**config.mk**
```make
export PLATFORM = sky130hd
export DESIGN_NAME = boc_sat_unit
export DESIGN_NICKNAME = d
export VERILOG_FILES = /design/src/hw/rtl/boc_pkg.sv /design/src/hw/rtl/boc_sat_unit.sv
export SDC_FILE = /design/constraint.sdc
export NUM_CORES = 1
export LEC_CHECK = 0
export ABC_AREA = 1
export BUFFER_PORTS_ARGS = -buffer_cell sky130_fd_sc_hd__buf_2
export CAP_MARGIN = 20
export CELL_PAD_IN_SITES_DETAIL_PLACEMENT = 1
export CELL_PAD_IN_SITES_GLOBAL_PLACEMENT = 1
export CORE_MARGIN = 2
export CORE_UTILIZATION = 35
export DETAILED_ROUTE_END_ITERATION = 7
export PLACE_DENSITY_LB_ADDON = 0.1
export SYNTH_ARGS = -nofsm -noshare
export SYNTH_HDL_FRONTEND = slang
export SYNTH_SLANG_ARGS = --single-unit
export TNS_END_PERCENT = 30
```
**constraint.sdc**
```tcl
create_clock -name vclk -period 4.3
set_input_delay 1.075 -clock vclk [all_inputs]
set_output_delay 1.075 -clock vclk [all_outputs]
set_load 0.02 [all_outputs]
```
**src/hw/rtl/boc_pkg.sv**
```systemverilog
package boc_pkg;

    localparam int PORTS       = 64;
    localparam int PRIORITIES  = 8;
    localparam int GROUPS      = 8;
    localparam int COUNT_W     = 32;

    // queue slots per port are fixed at eight, as in the queue numbering
    localparam int SLOTS_PER_PORT = 8;
    localparam int QUEUE_SLOTS    = PORTS * SLOTS_PER_PORT;

    localparam int PORT_AW  = (PORTS > 1) ? $clog2(PORTS) : 1;
    localparam int QUEUE_AW = $clog2(QUEUE_SLOTS);

    // fixed field widths
    localparam int MAP_W    = 24;
    localparam int GIDX_W   = 3;
    localparam int PIDX_W   = 6;
    localparam int PRIO_W   = 3;
    localparam int QIDX_W   = 9;
    localparam int PKT_W    = 14;
    localparam int BYTES_W  = 32;

    localparam int IN_W  = 24;
    localparam int OUT_W = 120;

    // result word layout, lowest bit first
    localparam int O_GIDX = 0;
    localparam int O_GB   = O_GIDX + GIDX_W;
    localparam int O_PIDX = O_GB + BYTES_W;
    localparam int O_PB   = O_PIDX + PIDX_W;
    localparam int O_QIDX = O_PB + BYTES_W;
    localparam int O_QB   = O_QIDX + QIDX_W;
    localparam int O_UF   = O_QB + BYTES_W;
    localparam int O_USED = O_UF + 1;

    typedef enum logic
    {
        MODE_ADD = 1'b0,
        MODE_SUB = 1'b1
    } mode_t;

    typedef logic [COUNT_W-1:0] count_t;

    typedef struct packed
    {
        count_t           cur;
        logic [PKT_W-1:0] bytes;
        mode_t            mode;
    } upd_req_t;

    typedef struct packed
    {
        count_t value;
        logic   clamp;
    } upd_res_t;

endpackage

```
**src/hw/rtl/boc_sat_unit.sv**
```systemverilog
module boc_sat_unit
    import boc_pkg::*;
(
    input  upd_req_t req,
    output upd_res_t res
);

    logic [COUNT_W:0]   sum;
    logic [COUNT_W-1:0] bytes_ext;

    assign bytes_ext = COUNT_W'(req.bytes);
    assign sum       = {1'b0, req.cur} + {1'b0, bytes_ext};

    always_comb
    begin
        res.clamp = 1'b0;
        case (req.mode)
            MODE_ADD:
            begin
                // carry out means the sum passed the top: hold at all ones
                res.value = sum[COUNT_W] ? {COUNT_W{1'b1}} : sum[COUNT_W-1:0];
            end
            MODE_SUB:
            begin
                if (bytes_ext > req.cur)
                begin
                    res.value = '0;
                    res.clamp = 1'b1;
                end
                else
                begin
                    res.value = req.cur - bytes_ext;
                end
            end
            default:
            begin
                res.value = req.cur;
            end
        endcase
    end

endmodule

```
==> metrics.yaml <==
outcome:
  status: "finished clean"
sta:
  rsz0062_at_grt: "true"
  max-slew-margin-rel: 0.683
  hold_violations: 0
  final_max_slew_viol_count: 0
  setup-tns-final_ns: 0
  setup_violations: 0
  layout_setup_ws_ns: 0.114
  holdWs_ns: 2.60
  max_freq_mhz: 239
  fin_crit_ns: 4.19
  worst_pin_slew_ns: 0.470
  fin_crit_sh: 0.974
worst_setup_path:
  crit_chain: "buf_2 > inv_1 > ha_2 > a21oi_1 > nand2_1 > a21oi_2 > nand3_2 > nand2_1 > clkinv_8 > nand3_1 > nand3_1 > buf_2"
  cp.depth: 12
  critPathMaxStageDelay_ns: 0.33
  crit_slowest_cell: "ha_2"
  arrival_ns: 3.11
  worst-endpoint-required_ns: 3.22
  critical_path.top_delay_family: "simple AND/OR/NAND/NOR gates"
  cp.buffers_inverters: 4
  critPathCaptureType: "output port"
  startpoint_type: "input pin"
  cp_max_fo: 30
  crit_type: "in2out"
logic_synthesis:
  syn_nets: 807
  syn-mean-instance-area_um2: 4.86
  ys_seq_area_frac: 0
  synthCells: 729
  ys_types: 36
  synth_area_um2: 3540
  yosysWarnings: 0
floorplanning:
  io_pins: 80
  die_h_um: 105
  start_util: 0.361
  coreArea_um2: 9820
  dieArea_um2: 10900
  num_rows: 36
  die_width_um: 105
grt:
  global_route.usage.total: 0.290
  grt_pass1_vias: 5221
  grt_pass1_wl_mm: 26.1
  grt-ovfl-total: 0
  grt_max_degree: 31
  antenna_found_initial: 0
power_and_ir_drop:
  swShare: 0.672
  pwr-share-clk: 0
  finalPower_mw: 0.561
  power_density_nw_per_um2: 129
  p_sw_mw: 0.377
  peakVddDrop_uv: 51.7
  p_leak_nw: 2.46
  p_comb_frac: 1.000
  seqPwrFrac: 0
  internal-power_mw: 0.184
place:
  portBuffers: 80
  dpl_worst_slack_ns: -0.236
  numPlacedInstances: 952
  dp.final_hpwl_mm: 14.0
  place_congestion: 0.930
  post_dp_cell_area_um2: 4230
layout:
  final_nets: 901
  area_growth_pct: 22.4
  instances_no_fill: 954
  fillers: 1537
  antenna-diode-count: 0
  seqCellArea_um2: 0
  fin_area_um2: 4340
  post-route-util: 0.442
  clkbuf_count: 0
  design.seq.count: 0
  layout-drive-gt1-share: 0.202
route:
  vias: 5183
  post_drt_wl_per_cell_um: 17.0
  post-route-drc-count: 0
  drt_iter0_markers: 225
  wl_mm: 16.2
  top_layer_used: "met4"
  first_pass_iters: 5
  avgViaCountPerCell: 5.43
  route.met2.wl_mm: 7.43
  postRouteAntennaNets: 0
  drt-met1-wl_mm: 7.67
  dr_wl_met3_um: 917
job:
  drv_cap: 0
worst_hold_path:
  worstHoldPathType: "in2out"
  hold_depth: 5
  min_to: "res[3]"
  min_from: "req[0]"
cells in the final DEF, fill, tap and decap left out:
cell type,netlist,layout
a21o_1,1,1
a21oi_1,25,19
a21oi_2,4,10
and2_1,3,3
buf_12,0,2
buf_2,5,80
buf_4,4,25
clkinv_8,0,1
fa_2,0,2
ha_1,29,26
ha_2,0,3
inv_1,101,100
inv_2,9,9
nand2_1,264,257
nand2_2,4,11
nand2_4,1,1
nand2b_1,1,1
nand3_1,119,116
nand3_2,5,8
nand3b_1,2,2
nand4_1,17,17
nand4_2,1,1
nor2_1,65,61
nor2_2,1,5
nor2_4,1,1
nor3_1,16,15
nor3_2,3,4
nor3_4,1,1
nor3b_1,1,1
nor4_1,1,1
o21ai_0,19,17
o21ai_1,2,4
o21bai_1,3,3
or2_1,2,2
or2_2,2,2
xor2_1,9,9
timing repair:
item                                    CTS  global route
pin swaps                                 0             3
resized for setup                         3            31
endpoints found under the setup margin   30            32
buffers inserted                          0             2
hold buffers                              0             0
synthesized netlist by cell type, drive strengths merged:
cell type | number | area, µm²
nand3 | 124 | 646
nor2 | 67 | 262
a21oi | 29 | 160
nand2b | 1 | 6.26
nor3b | 1 | 7.51
and2 | 3 | 18.8
ha | 29 | 363
nand3b | 2 | 15.0
xor2 | 9 | 78.8
clkbuf | 2 | 10.0
or2 | 4 | 25.0
a21o | 1 | 7.51
nor3 | 20 | 126
o21bai | 3 | 22.5
inv | 110 | 413
o21ai | 21 | 105
buf | 13 | 85.1
nand2 | 269 | 1030
nor4 | 1 | 6.26
nand4 | 18 | 119
fa | 2 | 40.0
power by group through the flow:
stage / combinational [mW] / sequential, mW / clock, mW
final: 0.561 / 0 / 0
after global routing: 0.614 / 0 / 0
after CTS: 0.537 / 0 / 0
after detailed placement: 0.534 / 0 / 0
after global placement: 0.521 / 0 / 0
after floorplan: 0.335 / 0 / 0
how the worst max path moves through the flow:
stage,startpoint,to
final,req[12],res[27]
after global routing,req[11],res[20]
after CTS,req[15],res[27]
after detailed placement,req[15],res[27]
after global placement,req[1],res[26]
after floorplan,req[15],res[3]
layer usage:
layer,vias up,global-route usage
li1,2521,-
met1,2484,0.414
met2,164,0.496
met3,14,0.0156
met4,0,0.0324
met5,-,0
cell type report:
cell class	count	area, µm²	share of cell area
Timing Repair Buffer	107	628	0.145
Inverter	110	425	0.0981
Tap cell	133	166	0.0384
Multi-Input combinational cell	604	3120	0.719
cells by family (layout without fill, tap and decap cells):
logic type	count (synthesis)	in the layout	synth area share
adders and majority gates	31	31	0.114
and+or+nand+nor	510	510	0.637
AOI/OAI and AO/OA	54	54	0.0833
buffers and inverters	125	217	0.143
xor gates and xnor gates	9	9	0.0222
Note: power is estimated with default switching activity, not from simulation.
